### src/rtl/core/ipv4_header_encapsulator_assert.svh
// Assertion macros used by the encapsulator's byte sequencer.
`ifndef IPV4_HEADER_ENCAPSULATOR_ASSERT_SVH
`define IPV4_HEADER_ENCAPSULATOR_ASSERT_SVH

// Checked on every rising clock edge, also while reset is asserted.
`define IPV4E_ASSERT_ALWAYS(label, prop, msg) \
  label: assert property (@(posedge clk_i) prop) else $error(msg);

// Checked on every rising clock edge outside reset.
`define IPV4E_ASSERT(label, prop, msg) \
  label: assert property (@(posedge clk_i) disable iff (!rst_ni) prop) else $error(msg);

`endif

### src/rtl/core/ipv4e_pkg.sv
`timescale 1ns / 1ps
`default_nettype none

package ipv4e_pkg;

  // Fixed header field values.
  localparam logic [7:0]  VER_IHL     = 8'h45;
  localparam logic [7:0]  TTL_DEFAULT = 8'd64;
  localparam logic [15:0] FLAGS_DF    = 16'h4000;
  localparam logic [15:0] HDR_LEN     = 16'd20;
  localparam logic [15:0] MAX_PAYLOAD = 16'd65515;

  // Header byte counter: 0 to 19 are header bytes, 20 is the first payload byte.
  localparam int unsigned CNT_W       = 5;
  localparam logic [CNT_W-1:0] HDR_BYTES = CNT_W'(20);

  // Checksum accumulator holds the sum of ten 16-bit words.
  localparam int unsigned SUM_W = 20;

  // Configuration register indexes.
  localparam logic [1:0] CFG_OWN_ADDRESS = 2'd0;
  localparam logic [1:0] CFG_SUBNET_MASK = 2'd1;
  localparam logic [1:0] CFG_GATEWAY_MAC = 2'd2;

  typedef enum logic [1:0] {
    ST_OK      = 2'd0,
    ST_BAD_LEN = 2'd1,
    ST_LOCAL   = 2'd2
  } status_e;

  // One accepted input item.
  typedef struct packed {
    logic [7:0]  payload_byte;
    logic        first_byte;
    logic        last_byte;
    logic [15:0] payload_length;
    logic [7:0]  protocol_number;
    logic [31:0] dest_address;
  } in_item_t;

  // Input item after length and subnet checks, with the raw header sum.
  typedef struct packed {
    logic [7:0]       payload_byte;
    logic             first_byte;
    logic             last_byte;
    status_e          status;
    logic [15:0]      total_length;
    logic [7:0]       protocol_number;
    logic [31:0]      dest_address;
    logic [SUM_W-1:0] raw_sum;
  } cls_item_t;

  // One result item.
  typedef struct packed {
    logic [7:0]  out_byte;
    logic        out_last;
    logic        is_header;
    logic [47:0] next_hop_mac;
    status_e     status;
  } res_t;

  // Fold the raw sum twice with end-around carry and complement it.
  function automatic logic [15:0] checksum(logic [SUM_W-1:0] raw);
    logic [16:0] fold1;
    logic [15:0] fold2;
    fold1 = 17'(raw[15:0]) + 17'(raw[SUM_W-1:16]);
    fold2 = fold1[15:0] + 16'(fold1[16]);
    return ~fold2;
  endfunction

  // Header byte at position idx, in network order.
  function automatic logic [7:0] hdr_byte(logic [CNT_W-1:0] idx, logic [15:0] total_length,
                                          logic [7:0] protocol, logic [31:0] src,
                                          logic [31:0] dst, logic [15:0] csum);
    logic [15:0] word;
    word = 16'h0000;
    unique case (idx[CNT_W-1:1])
      4'd0:    word = {VER_IHL, 8'h00};
      4'd1:    word = total_length;
      4'd2:    word = 16'h0000;
      4'd3:    word = FLAGS_DF;
      4'd4:    word = {TTL_DEFAULT, protocol};
      4'd5:    word = csum;
      4'd6:    word = src[31:16];
      4'd7:    word = src[15:0];
      4'd8:    word = dst[31:16];
      4'd9:    word = dst[15:0];
      default: word = 16'h0000;
    endcase
    return idx[0] ? word[7:0] : word[15:8];
  endfunction

endpackage

`default_nettype wire

### src/rtl/core/ipv4e_in_stage.sv
`timescale 1ns / 1ps
`default_nettype none

module ipv4e_in_stage (
  input  wire                  clk_i,
  input  wire                  rst_ni,
  input  wire                  s_valid_i,
  output logic                 s_ready_o,
  input  ipv4e_pkg::in_item_t  s_item_i,
  input  wire  [31:0]          own_address_i,
  input  wire  [31:0]          subnet_mask_i,
  input  wire                  take_i,
  output logic                 valid_o,
  output ipv4e_pkg::cls_item_t item_o
);

  logic                valid_q;
  ipv4e_pkg::in_item_t item_q;
  logic                bad_len;
  logic                local_dst;
  logic [15:0]         total_len;

  // The register frees up whenever the sequencer takes its item.
  assign s_ready_o = !valid_q || take_i;

  always_ff @(posedge clk_i or negedge rst_ni) begin
    if (!rst_ni) begin
      valid_q <= 1'b0;
    end else if (s_ready_o) begin
      valid_q <= s_valid_i;
    end
  end

  always_ff @(posedge clk_i) begin
    if (s_ready_o && s_valid_i) begin
      item_q <= s_item_i;
    end
  end

  // Length and subnet checks; a bad length takes priority.
  assign bad_len   = (item_q.payload_length == 16'd0) ||
                     (item_q.payload_length > ipv4e_pkg::MAX_PAYLOAD);
  assign local_dst = ((item_q.dest_address & subnet_mask_i) ==
                      (own_address_i & subnet_mask_i));
  assign total_len = item_q.payload_length + ipv4e_pkg::HDR_LEN;

  always_comb begin
    item_o.payload_byte    = item_q.payload_byte;
    item_o.first_byte      = item_q.first_byte;
    item_o.last_byte       = item_q.last_byte;
    item_o.total_length    = total_len;
    item_o.protocol_number = item_q.protocol_number;
    item_o.dest_address    = item_q.dest_address;
    if (bad_len) begin
      item_o.status = ipv4e_pkg::ST_BAD_LEN;
    end else if (local_dst) begin
      item_o.status = ipv4e_pkg::ST_LOCAL;
    end else begin
      item_o.status = ipv4e_pkg::ST_OK;
    end
    // Raw sum of the header words; the checksum word counts as zero.
    item_o.raw_sum = ipv4e_pkg::SUM_W'({ipv4e_pkg::VER_IHL, 8'h00}) +
                     ipv4e_pkg::SUM_W'(total_len) +
                     ipv4e_pkg::SUM_W'(ipv4e_pkg::FLAGS_DF) +
                     ipv4e_pkg::SUM_W'({ipv4e_pkg::TTL_DEFAULT, item_q.protocol_number}) +
                     ipv4e_pkg::SUM_W'(own_address_i[31:16]) +
                     ipv4e_pkg::SUM_W'(own_address_i[15:0]) +
                     ipv4e_pkg::SUM_W'(item_q.dest_address[31:16]) +
                     ipv4e_pkg::SUM_W'(item_q.dest_address[15:0]);
  end

  assign valid_o = valid_q;

endmodule

`default_nettype wire

### src/rtl/core/ipv4e_hdr_seq.sv
`timescale 1ns / 1ps
`default_nettype none

`include "ipv4_header_encapsulator_assert.svh"

module ipv4e_hdr_seq (
  input  wire                  clk_i,
  input  wire                  rst_ni,
  input  wire                  valid_i,
  input  ipv4e_pkg::cls_item_t item_i,
  output logic                 take_o,
  input  wire  [31:0]          own_address_i,
  input  wire  [47:0]          gateway_mac_i,
  input  wire                  res_free_i,
  output logic                 res_valid_o,
  output ipv4e_pkg::res_t      res_o
);

  logic                        b_valid_q;
  ipv4e_pkg::cls_item_t        b_item_q;
  logic [ipv4e_pkg::CNT_W-1:0] cnt_q, cnt_d;
  logic                        fwd_q, fwd_d;
  logic                        drop_q, drop_d;
  logic [47:0]                 hop_q, hop_d;
  logic                        retire;
  logic [15:0]                 csum;
  logic                        hold_item;
  logic                        hdr_owner;

  assign take_o = !b_valid_q || retire;
  assign csum   = ipv4e_pkg::checksum(b_item_q.raw_sum);

  // Item register between the checks and the byte sequencer.
  always_ff @(posedge clk_i or negedge rst_ni) begin
    if (!rst_ni) begin
      b_valid_q <= 1'b0;
    end else if (take_o) begin
      b_valid_q <= valid_i;
    end
  end

  always_ff @(posedge clk_i) begin
    if (take_o && valid_i) begin
      b_item_q <= item_i;
    end
  end

  // Packet state and header byte counter.
  always_ff @(posedge clk_i or negedge rst_ni) begin
    if (!rst_ni) begin
      cnt_q  <= '0;
      fwd_q  <= 1'b0;
      drop_q <= 1'b0;
      hop_q  <= '0;
    end else begin
      cnt_q  <= cnt_d;
      fwd_q  <= fwd_d;
      drop_q <= drop_d;
      hop_q  <= hop_d;
    end
  end

  // Decide what the held item produces this cycle and when it retires.
  always_comb begin
    cnt_d       = cnt_q;
    fwd_d       = fwd_q;
    drop_d      = drop_q;
    hop_d       = hop_q;
    retire      = 1'b0;
    res_valid_o = 1'b0;
    res_o       = '0;
    if (b_valid_q) begin
      if (b_item_q.first_byte) begin
        if (b_item_q.status != ipv4e_pkg::ST_OK) begin
          // Error report, then discard the rest of the packet.
          res_valid_o    = 1'b1;
          res_o.out_last = 1'b1;
          res_o.status   = b_item_q.status;
          if (res_free_i) begin
            retire = 1'b1;
            fwd_d  = 1'b0;
            drop_d = !b_item_q.last_byte;
          end
        end else if (cnt_q != ipv4e_pkg::HDR_BYTES) begin
          // Header burst.
          res_valid_o        = 1'b1;
          res_o.is_header    = 1'b1;
          res_o.next_hop_mac = gateway_mac_i;
          res_o.out_byte     = ipv4e_pkg::hdr_byte(cnt_q, b_item_q.total_length,
                                                   b_item_q.protocol_number, own_address_i,
                                                   b_item_q.dest_address, csum);
          if (res_free_i) begin
            cnt_d = cnt_q + ipv4e_pkg::CNT_W'(1);
          end
        end else begin
          // First payload byte closes the burst and opens the packet.
          res_valid_o        = 1'b1;
          res_o.out_byte     = b_item_q.payload_byte;
          res_o.out_last     = b_item_q.last_byte;
          res_o.next_hop_mac = gateway_mac_i;
          if (res_free_i) begin
            retire = 1'b1;
            cnt_d  = '0;
            fwd_d  = !b_item_q.last_byte;
            drop_d = 1'b0;
            hop_d  = gateway_mac_i;
          end
        end
      end else if (fwd_q) begin
        // Payload byte of an open packet.
        res_valid_o        = 1'b1;
        res_o.out_byte     = b_item_q.payload_byte;
        res_o.out_last     = b_item_q.last_byte;
        res_o.next_hop_mac = hop_q;
        if (res_free_i) begin
          retire = 1'b1;
          if (b_item_q.last_byte) begin
            fwd_d = 1'b0;
          end
        end
      end else begin
        // Stray or discarded byte: no result.
        retire = 1'b1;
        if (b_item_q.last_byte) begin
          drop_d = 1'b0;
        end
      end
    end
  end

  // Terms used by the checks below.
  assign hold_item = b_valid_q && !retire;
  assign hdr_owner = b_valid_q && b_item_q.first_byte && (b_item_q.status == ipv4e_pkg::ST_OK);

  `IPV4E_ASSERT_ALWAYS(a_cnt_range, !rst_ni || (cnt_q <= ipv4e_pkg::HDR_BYTES), "counter overflow")
  `IPV4E_ASSERT_ALWAYS(a_fwd_drop_excl, !rst_ni || !(fwd_q && drop_q), "forwarding while dropping")
  `IPV4E_ASSERT(a_cnt_owner, (cnt_q != '0) |-> hdr_owner, "header counter runs without a first byte")
  `IPV4E_ASSERT(a_hdr_hold, hold_item |=> ($stable(b_item_q) && b_valid_q), "held item changed")

endmodule

`default_nettype wire

### src/rtl/core/ipv4e_out_reg.sv
`timescale 1ns / 1ps
`default_nettype none

module ipv4e_out_reg (
  input  wire              clk_i,
  input  wire              rst_ni,
  input  wire              res_valid_i,
  input  ipv4e_pkg::res_t  res_i,
  output logic             res_free_o,
  output logic             valid_o,
  input  wire              ready_i,
  output ipv4e_pkg::res_t  res_o
);

  logic            valid_q;
  ipv4e_pkg::res_t res_q;

  // Free when empty or when the held result transfers this cycle.
  assign res_free_o = !valid_q || ready_i;

  always_ff @(posedge clk_i or negedge rst_ni) begin
    if (!rst_ni) begin
      valid_q <= 1'b0;
    end else if (res_free_o) begin
      valid_q <= res_valid_i;
    end
  end

  always_ff @(posedge clk_i) begin
    if (res_free_o && res_valid_i) begin
      res_q <= res_i;
    end
  end

  assign valid_o = valid_q;
  assign res_o   = res_q;

endmodule

`default_nettype wire

### src/rtl/core/ipv4_header_encapsulator.sv
// Path: the first result of an item passes through the input, item and output registers
// in that order before it transfers out.
// Throughput: one payload byte per cycle when the output is not stalled; a first byte holds
// the byte sequencer while 20 header bytes and then itself go out, and the input waits meanwhile.
// Reset (rst_ni low, asynchronous): empties all stages, clears the packet state, the
// latched next-hop MAC and the three configuration registers.
`timescale 1ns / 1ps
`default_nettype none

module ipv4_header_encapsulator (
  input  wire         clk_i,
  input  wire         rst_ni,
  // Configuration write channel.
  input  wire         cfg_valid_i,
  output logic        cfg_ready_o,
  input  wire  [1:0]  cfg_index_i,
  input  wire  [47:0] cfg_data_i,
  // Payload input.
  input  wire         s_axis_tvalid,
  output logic        s_axis_tready,
  // [7:0] payload_byte, [23:8] payload_length, [31:24] protocol_number,
  // [63:32] dest_address
  input  wire  [63:0] s_axis_tdata,
  input  wire         s_axis_tlast,  // last_byte
  input  wire         s_axis_tuser,  // [0] first_byte
  // Packet output.
  output logic        m_axis_tvalid,
  input  wire         m_axis_tready,
  // [7:0] out_byte, [55:8] next_hop_mac
  output logic [55:0] m_axis_tdata,
  output logic        m_axis_tlast,  // out_last
  output logic [2:0]  m_axis_tuser   // [0] is_header, [2:1] status
);

  logic [31:0]          own_q;
  logic [31:0]          mask_q;
  logic [47:0]          gw_q;
  ipv4e_pkg::in_item_t  s_item;
  ipv4e_pkg::cls_item_t cls_item;
  logic                 cls_valid;
  logic                 take;
  logic                 res_valid;
  logic                 res_free;
  ipv4e_pkg::res_t      res;
  ipv4e_pkg::res_t      m_res;

  // Configuration registers; writes are always taken.
  assign cfg_ready_o = 1'b1;

  always_ff @(posedge clk_i or negedge rst_ni) begin
    if (!rst_ni) begin
      own_q  <= '0;
      mask_q <= '0;
      gw_q   <= '0;
    end else if (cfg_valid_i) begin
      unique case (cfg_index_i)
        ipv4e_pkg::CFG_OWN_ADDRESS: own_q  <= cfg_data_i[31:0];
        ipv4e_pkg::CFG_SUBNET_MASK: mask_q <= cfg_data_i[31:0];
        ipv4e_pkg::CFG_GATEWAY_MAC: gw_q   <= cfg_data_i;
        default: ;
      endcase
    end
  end

  // Unpack the input transfer.
  always_comb begin
    s_item.payload_byte    = s_axis_tdata[7:0];
    s_item.payload_length  = s_axis_tdata[23:8];
    s_item.protocol_number = s_axis_tdata[31:24];
    s_item.dest_address    = s_axis_tdata[63:32];
    s_item.first_byte      = s_axis_tuser;
    s_item.last_byte       = s_axis_tlast;
  end

  ipv4e_in_stage u_in_stage (
    .clk_i         (clk_i),
    .rst_ni        (rst_ni),
    .s_valid_i     (s_axis_tvalid),
    .s_ready_o     (s_axis_tready),
    .s_item_i      (s_item),
    .own_address_i (own_q),
    .subnet_mask_i (mask_q),
    .take_i        (take),
    .valid_o       (cls_valid),
    .item_o        (cls_item)
  );

  ipv4e_hdr_seq u_hdr_seq (
    .clk_i         (clk_i),
    .rst_ni        (rst_ni),
    .valid_i       (cls_valid),
    .item_i        (cls_item),
    .take_o        (take),
    .own_address_i (own_q),
    .gateway_mac_i (gw_q),
    .res_free_i    (res_free),
    .res_valid_o   (res_valid),
    .res_o         (res)
  );

  ipv4e_out_reg u_out_reg (
    .clk_i       (clk_i),
    .rst_ni      (rst_ni),
    .res_valid_i (res_valid),
    .res_i       (res),
    .res_free_o  (res_free),
    .valid_o     (m_axis_tvalid),
    .ready_i     (m_axis_tready),
    .res_o       (m_res)
  );

  // Pack the output transfer.
  assign m_axis_tdata = {m_res.next_hop_mac, m_res.out_byte};
  assign m_axis_tlast = m_res.out_last;
  assign m_axis_tuser = {m_res.status, m_res.is_header};

endmodule

`default_nettype wire

### config.mk
export PLATFORM = sky130hd
export DESIGN_NAME = ipv4_header_encapsulator
export DESIGN_NICKNAME = d
export VERILOG_FILES = /design/src/rtl/core/ipv4e_pkg.sv /design/src/rtl/core/ipv4e_in_stage.sv /design/src/rtl/core/ipv4e_hdr_seq.sv /design/src/rtl/core/ipv4e_out_reg.sv /design/src/rtl/core/ipv4_header_encapsulator.sv
export VERILOG_INCLUDE_DIRS = /design/src /design/src/rtl/core
export SDC_FILE = /design/constraint.sdc
export NUM_CORES = 1
export LEC_CHECK = 0
export ABC_AREA = 0
export BUFFER_PORTS_ARGS = -buffer_cell sky130_fd_sc_hd__buf_4
export CORE_MARGIN = 10
export CORE_UTILIZATION = 50
export DETAILED_ROUTE_END_ITERATION = 10
export HOLD_SLACK_MARGIN = 0.12
export PLACE_DENSITY = 0.84
export SYNTH_ARGS = -nofsm -noshare
export SYNTH_HDL_FRONTEND = slang
export SYNTH_SLANG_ARGS = --single-unit
### constraint.sdc
create_clock -name clk_i -period 5.5 [get_ports clk_i]
set_clock_uncertainty 0.2 [all_clocks]
set_input_delay 0 -clock clk_i [delete_from_list [all_inputs] [get_ports clk_i]]
set_output_delay 0 -clock clk_i [all_outputs]
set_load 0.02 [all_outputs]
After elaboration in Yosys (flattened, before gate mapping)
Index checks and enable logic that the tools add are counted.

Add/sub/neg operators: 11. Multiply operators: 0. Divide/modulo/power cells: 0. Magnitude comparators: 1. Equal/unequal tests: 14. Shift-type cells: 0. Mux-type cells: 33. Bitwise logic cells: 7. Reduce and logical (&&, ||, !) cells: 23.

Operator list (number): 48-bit two-way mux (3); 16-bit one-hot mux with 9 select lines (1); 20-bit by 16-bit adder with 20-bit output (4); 32-bit AND (2); 32-bit == test (1); 8-bit two-way mux (3); 20-bit by 15-bit adder with 20-bit output (1); 20-bit by 15-bit adder with 20-bit output, second input constant (1); 1-bit two-way mux (20); 9-bit two-way mux (2); 15-bit by 16-bit adder with 17-bit output, first input constant (1); 16-bit by 4-bit adder with 17-bit output (1); 16-bit by 1-bit adder with 16-bit output (1); 16-bit by 5-bit adder with 16-bit output, second input constant (1); 4-bit by 3-bit == test with 1-bit output, second input constant (4); 16-bit greater-than comparator, second input constant (1); 16-bit logical NOT (1); 16-bit NOT (1); 5-bit two-way mux (3); 4-bit == test, second input constant (2); 2-bit AND reduction (3); 3-bit AND reduction (2); 5-bit by 1-bit adder with 5-bit output, second input constant (1); 5-bit inequality test, second input constant (1); other kinds (17) (28).

Register bits after elaboration: 383. Latch bits: 0. RAM bits: 0. Bits in read-only memories: 0. Input bits: 121. Logic and storage cells: 117. Memories: 0.

Longest topological paths before layout
Word-level depth: 10. Gate-level depth with buffers: 21. Mapped depth without buffers: 21.

Cells and area by module
A second synthesis with hierarchy kept.

Cell total of the unflattened synthesis: 1452. Area, all modules: 19094.6 µm².

Modules (own cells, without submodules): ipv4e_hdr_seq (instances 1, cells an instance 608, area an instance 7274.5 µm², seq. area each 4018.9 µm²); ipv4e_in_stage (instances 1, cells an instance 540, area an instance 5735.5 µm², seq. area each 2006.9 µm²); ipv4_header_encapsulator (instances 1, cells an instance 240, area an instance 4229.1 µm², seq. area each 2802.7 µm²); ipv4e_out_reg (instances 1, cells an instance 64, area an instance 1855.5 µm², seq. area each 1826.8 µm²).

Worst setup path after synthesis
Ideal clock, no wire load.

Path type: register to register. From: reg u_in_stage.item_q[43] in the netlist's numbering. To: reg u_hdr_seq.b_item_q[17] in the netlist's numbering, data pin. Library setup time: 158 ps. Arrival time: 4831 ps. Slack: 311 ps. Stages on the path, launching flop included: 22. Buffers on the path: 0. Path through: edfxtp_1 -> ha_1 -> or2_2 -> nand2_1 -> xor2_1 -> inv_1 -> ha_1 -> nor2_1 -> nor2_1 -> xor2_1 -> fa_1 -> inv_1 -> fa_1 -> fa_1 -> inv_1 -> ha_1 -> and3_1 -> nand3_1 -> nand3_1 -> or4_1 -> a211o_1 -> o211ai_1.

RTL lines: start: declaration (RTL line ipv4e_in_stage.sv:18) `ipv4e_pkg::in_item_t item_q;`; start signal: assignment (RTL line ipv4e_in_stage.sv:36) `item_q <= s_item_i;`; end signal: assignment (RTL line ipv4e_hdr_seq.sv:44) `b_item_q <= item_i;`; end: declaration (RTL line ipv4e_hdr_seq.sv:20) `ipv4e_pkg::cls_item_t b_item_q;`.

==> run summary <==
Summing the areas of all compound-gate instances in the mapped netlist gives 8.19% of the synthesized area. The clock period minus final worst setup slack works out to 5.28 ns. Clock tree synthesis found a total of 382 sinks. The worst hold path was traced through 3 stages. For the wire length after detailed routing, the log shows 53100 um.

Ranked by total cell area, the synthesized netlist is headed by sky130_fd_sc_hd__edfxtp_1, sky130_fd_sc_hd__dfrtp_1, sky130_fd_sc_hd__mux2_2. The area growth from synthesis to layout is 33.1%. In the synthesized netlist, the number of instances is 1278.

After layout, the worst path uses 95.9% of the clock period. The multi-input combinational cells in the finished layout cover a total of 6810 sq um. Setup total negative slack on the finished layout was measured at 0 ns. For this run, the number of Yosys warnings is 0.

The logs give 1493 for the net count after synthesis and 9.88 nW for the leakage dissipation. TritonCTS built the clock tree. In this run the remaining antenna-violating nets after routing total 0. The worst setup path is launched from a register. Post-synthesis cell type with the largest combined area: sky130_fd_sc_hd__edfxtp_1. The synthesized design contains 213 enable-type register cells. Entering global routing, the biggest net connects 88 pins. The logs give 59.5% for the sequential fraction of the synthesis area and 0 for the final setup violation count. The worst path setup slack after routing came out at 0.223 ns. The die covers 43700 sq um. In this run the tightest slew margin relative to its limit is 13.0%.

The largest buffer count on any clock path came out at 3. The first global-routing pass estimated 80900 um of wire. The DRC violations left came out at 0.

By area, the combinational part of the netlist is dominated by multiplexers. Counting the fill cells in the layout gives 2346. For the required time reported for the critical path endpoint, the log shows 5.61 ns. The number of antenna violations at the first check in global routing is 0, and the width of the die is 209 um.

For the worst IR drop on VDD, the log shows 0.000315 V. Among all cell types in the netlist, the one instantiated most often is sky130_fd_sc_hd__edfxtp_1. The origin of the critical flop-to-flop path was u_in_stage.item_q[42].

The run gives 35400 sq um as the placeable core region. The synthesized netlist contains 60 unique library cells. The portion of synthesized area spent on multiplexers is 9.46%.

Of the total synthesized cell area, the portion taken by full adders, half adders and majority gates is 8.98%. The pre-antenna-repair detailed-routing pass consisted of 7 iterations. The number of levels the H-tree was split into came out at 2. Source of the worst hold timing path: cfg_data_i[6]. The weighted congestion at the end of routability-driven global placement is 0.944.

The number of slew-limit violations in the final report came out at 0. Clock-pin slew was measured on the worst setup and hold paths at 0.06 ns. The async set-reset flop share out of synthesis was 44.2%. The worst setup path is of the register to register kind. Derived from the worst setup path, the maximum achievable clock frequency is 0.190 GHz. The synthesized design devotes to its leading area cell type 35.8% of total area.

Dividing the synthesized area by the synthesized cell count gives 14.0 sq um. The tree is rooted in a sky130_fd_sc_hd__clkbuf_16. Global routing used 23.8% of the available tracks. The tightest min-delay check is of the input port to register type.

The hold violation count in the final report is 0. In this run, the number of DRC markers left after iteration 0 of detailed routing was 1336. Of the total synthesized cell area, the portion taken by XOR and XNOR cells is 4.21%. Registers take 10600 sq um. For the clock latency on the worst-skew pair, the log shows 0.58 ns. Detailed placement ended at an HPWL of 34400 um. The flip-flop and latch count after synthesis was 382. The path with the worst hold slack has its endpoint at own_q[6].

For this design the ratio of total power to cell area is 461 nW/um^2. In this run the count of I/O pins placed on the die edge is 184. The largest fanout on the critical path was 3; the data arrival time of the worst path was 5.39 ns. The worst setup path is captured at a register. After detailed placement, the total cell area comes to 19800 sq um.

The initial utilization of the core area, before any placement, comes to 50.4%. Buffers placed on the I/O ports in this run total 182. The run gives 69 as the row count. The synthesized netlist devotes 6.78% of its cell area to simple gates. The endpoint identified for the worst register-to-register timing path is u_hdr_seq.b_item_q[16]. The total overflow left after global routing is 0.

After detailed routing, the number of vias per cell comes to 5.76. Counting instances in the post-synthesis netlist gives the leading cell types as sky130_fd_sc_hd__edfxtp_1, sky130_fd_sc_hd__dfrtp_1, sky130_fd_sc_hd__mux2_2, sky130_fd_sc_hd__inv_1, sky130_fd_sc_hd__nand2_1. For the worst flop-to-flop path, the logic depth is 18. The flow ran to the end, and the final reports show no timing, DRC or antenna violations.

For this run, the post-layout net count is 1940. The design draws 0.0110 W. The setup check on the worst reg-to-reg path leaves a slack of 0.22 ns. Buffers inserted during clock tree synthesis total 42.

Total standard cell area after synthesis: 17900 sq um. 0 antenna diodes ended up in the layout. The height of the die is 209 um, and the slew at the pin closest to its max-slew limit is 1.30 ns.

Worst hold slack: 0.180 ns. Among all flip-flop cells after synthesis, the most frequent one is sky130_fd_sc_hd__edfxtp_1. The final routed wire length divided by cell count works out to 23.9 um. For the worst setup slack after placement, the log shows -0.0641 ns. The number of vias in the routed layout was 12800. The via count of the first global-routing pass was 13400; the total non-filler cell area in the finished layout was 23800 sq um. The max-capacitance violation count was 0; the fraction of layout cells with a size suffix above 1 was 25.5%.
## cell usage in the layout, fill, tap and decap left out, types with 7 or more instances in the layout
master / netlist / layout
sky130_fd_sc_hd__nand2b_1: 12 / 12
sky130_fd_sc_hd__nor3_1: 16 / 15
sky130_fd_sc_hd__inv_1: 83 / 82
sky130_fd_sc_hd__dlygate4sd3_1: 0 / 243
sky130_fd_sc_hd__xnor2_1: 33 / 33
sky130_fd_sc_hd__nand4_1: 18 / 18
sky130_fd_sc_hd__fa_1: 57 / 57
sky130_fd_sc_hd__ha_1: 37 / 34
sky130_fd_sc_hd__nand3_1: 28 / 27
sky130_fd_sc_hd__xor2_1: 51 / 50
sky130_fd_sc_hd__a22oi_1: 27 / 27
sky130_fd_sc_hd__clkbuf_16: 0 / 42
sky130_fd_sc_hd__and3_1: 13 / 12
sky130_fd_sc_hd__bufinv_16: 0 / 7
sky130_fd_sc_hd__a21o_1: 7 / 7
sky130_fd_sc_hd__clkbuf_1: 37 / 11
sky130_fd_sc_hd__edfxtp_1: 213 / 213
sky130_fd_sc_hd__a222oi_1: 9 / 9
sky130_fd_sc_hd__a21oi_1: 27 / 26
sky130_fd_sc_hd__buf_4: 2 / 207
sky130_fd_sc_hd__mux2_2: 150 / 150
sky130_fd_sc_hd__nor2b_1: 7 / 7
sky130_fd_sc_hd__nor2_1: 38 / 36
sky130_fd_sc_hd__a22o_1: 53 / 53
sky130_fd_sc_hd__o21ai_0: 35 / 34
sky130_fd_sc_hd__a221oi_1: 11 / 11
sky130_fd_sc_hd__dfrtp_1: 169 / 169
sky130_fd_sc_hd__nand2_1: 61 / 60
## timing repair
action                                 in CTS  in global routing
setup endpoints to repair                   1                  4
hold buffers                              244                  0
pin swaps                                   0                  1
endpoints found under the hold margin     371                  0
cloned                                      0                  0
gates resized for setup                     3                  9
buffers inserted                            0                  1
## worst max-delay path, stage by stage (launching register included)
cell	delay, ns
sky130_fd_sc_hd__edfxtp_1	0.37
sky130_fd_sc_hd__buf_4	0.13
sky130_fd_sc_hd__inv_1	0.04
sky130_fd_sc_hd__ha_1	0.37
sky130_fd_sc_hd__inv_1	0.08
sky130_fd_sc_hd__fa_1	0.48
sky130_fd_sc_hd__inv_1	0.06
sky130_fd_sc_hd__fa_1	0.50
sky130_fd_sc_hd__fa_1	0.57
sky130_fd_sc_hd__inv_1	0.07
sky130_fd_sc_hd__fa_1	0.45
sky130_fd_sc_hd__nor2b_1	0.14
sky130_fd_sc_hd__o21ai_0	0.13
sky130_fd_sc_hd__a21boi_0	0.28
sky130_fd_sc_hd__o21ai_0	0.21
sky130_fd_sc_hd__a221o_1	0.40
sky130_fd_sc_hd__o211ai_1	0.20
sky130_fd_sc_hd__o211ai_1	0.17
sky130_fd_sc_hd__xnor2_1	0.17
## registers in the layout, summed over array words and instances (netlist names), 16 cells and up
name                cells
u_in_stage.item_q      16
u_out_reg.res_o        60
u_in_stage.item_o      50
own_q                  32
u_hdr_seq.b_item_q     87
u_hdr_seq.hop_q        48
mask_q                 32
gw_q                   48
## how the worst max path moves through the flow
stage                                         to  cells after the start  slack [ns]             startpoint
after floorplan           u_hdr_seq.b_item_q[17]                     21        0.31  u_in_stage.item_q[43]
after global placement    u_hdr_seq.b_item_q[17]                     20        0.08  u_in_stage.item_q[42]
after detailed placement  u_hdr_seq.b_item_q[17]                     20       -0.06  u_in_stage.item_q[42]
after CTS                 u_hdr_seq.b_item_q[17]                     20        0.02  u_in_stage.item_q[42]
after global routing      u_hdr_seq.b_item_q[17]                     21      -0.008  u_in_stage.item_q[42]
final                     u_hdr_seq.b_item_q[16]                     18        0.22  u_in_stage.item_q[42]
## routing by layer
metal	vias up	wire [um]	track usage, %
met5	-	0	0
met4	0	2200	9.68
met3	146	4240	5.44
met2	615	26200	39.6
met1	6432	20500	29.5
li1	5578	-	-
## per-stage QoR
stage / std cells / utilization (%)
finish: 2219 / 67.2
global route: 2219 / 67.2
CTS: 2218 / 67.0
detailed placement: 1897 / 56.0
global placement: 1897 / 56.0
floorplan: 1278 / -
## kinds of logic after synthesis
| logic type | Yosys count |
|---|---|
| XOR/XNOR | 85 |
| AO/OA/AOI/OAI | 201 |
| multiplexers | 150 |
| other | 1 |
| adder cells (fa/ha/maj) | 94 |
| flip-flops | 382 |
| buffers and inverters | 132 |
| AND/OR/NAND/NOR | 233 |
## power by group
part | switching (W) | leakage, nW | internal (W)
Combinational | 0.00214 | 5.01 | 0.00177
Clock | 0.00119 | 0.693 | 0.00178
Sequential | 0.000447 | 4.17 | 0.00364
## final cells by class
cell class,instances,area share (%)
inverters,83,1.31
clock inverters,22,1.32
clock buffers,55,4.71
multi-input cells,764,28.6
flip-flops and latches,382,44.7
repair buffers,452,16.9
well taps,461,2.43
No activity file was read; power rests on OpenSTA's default activity.
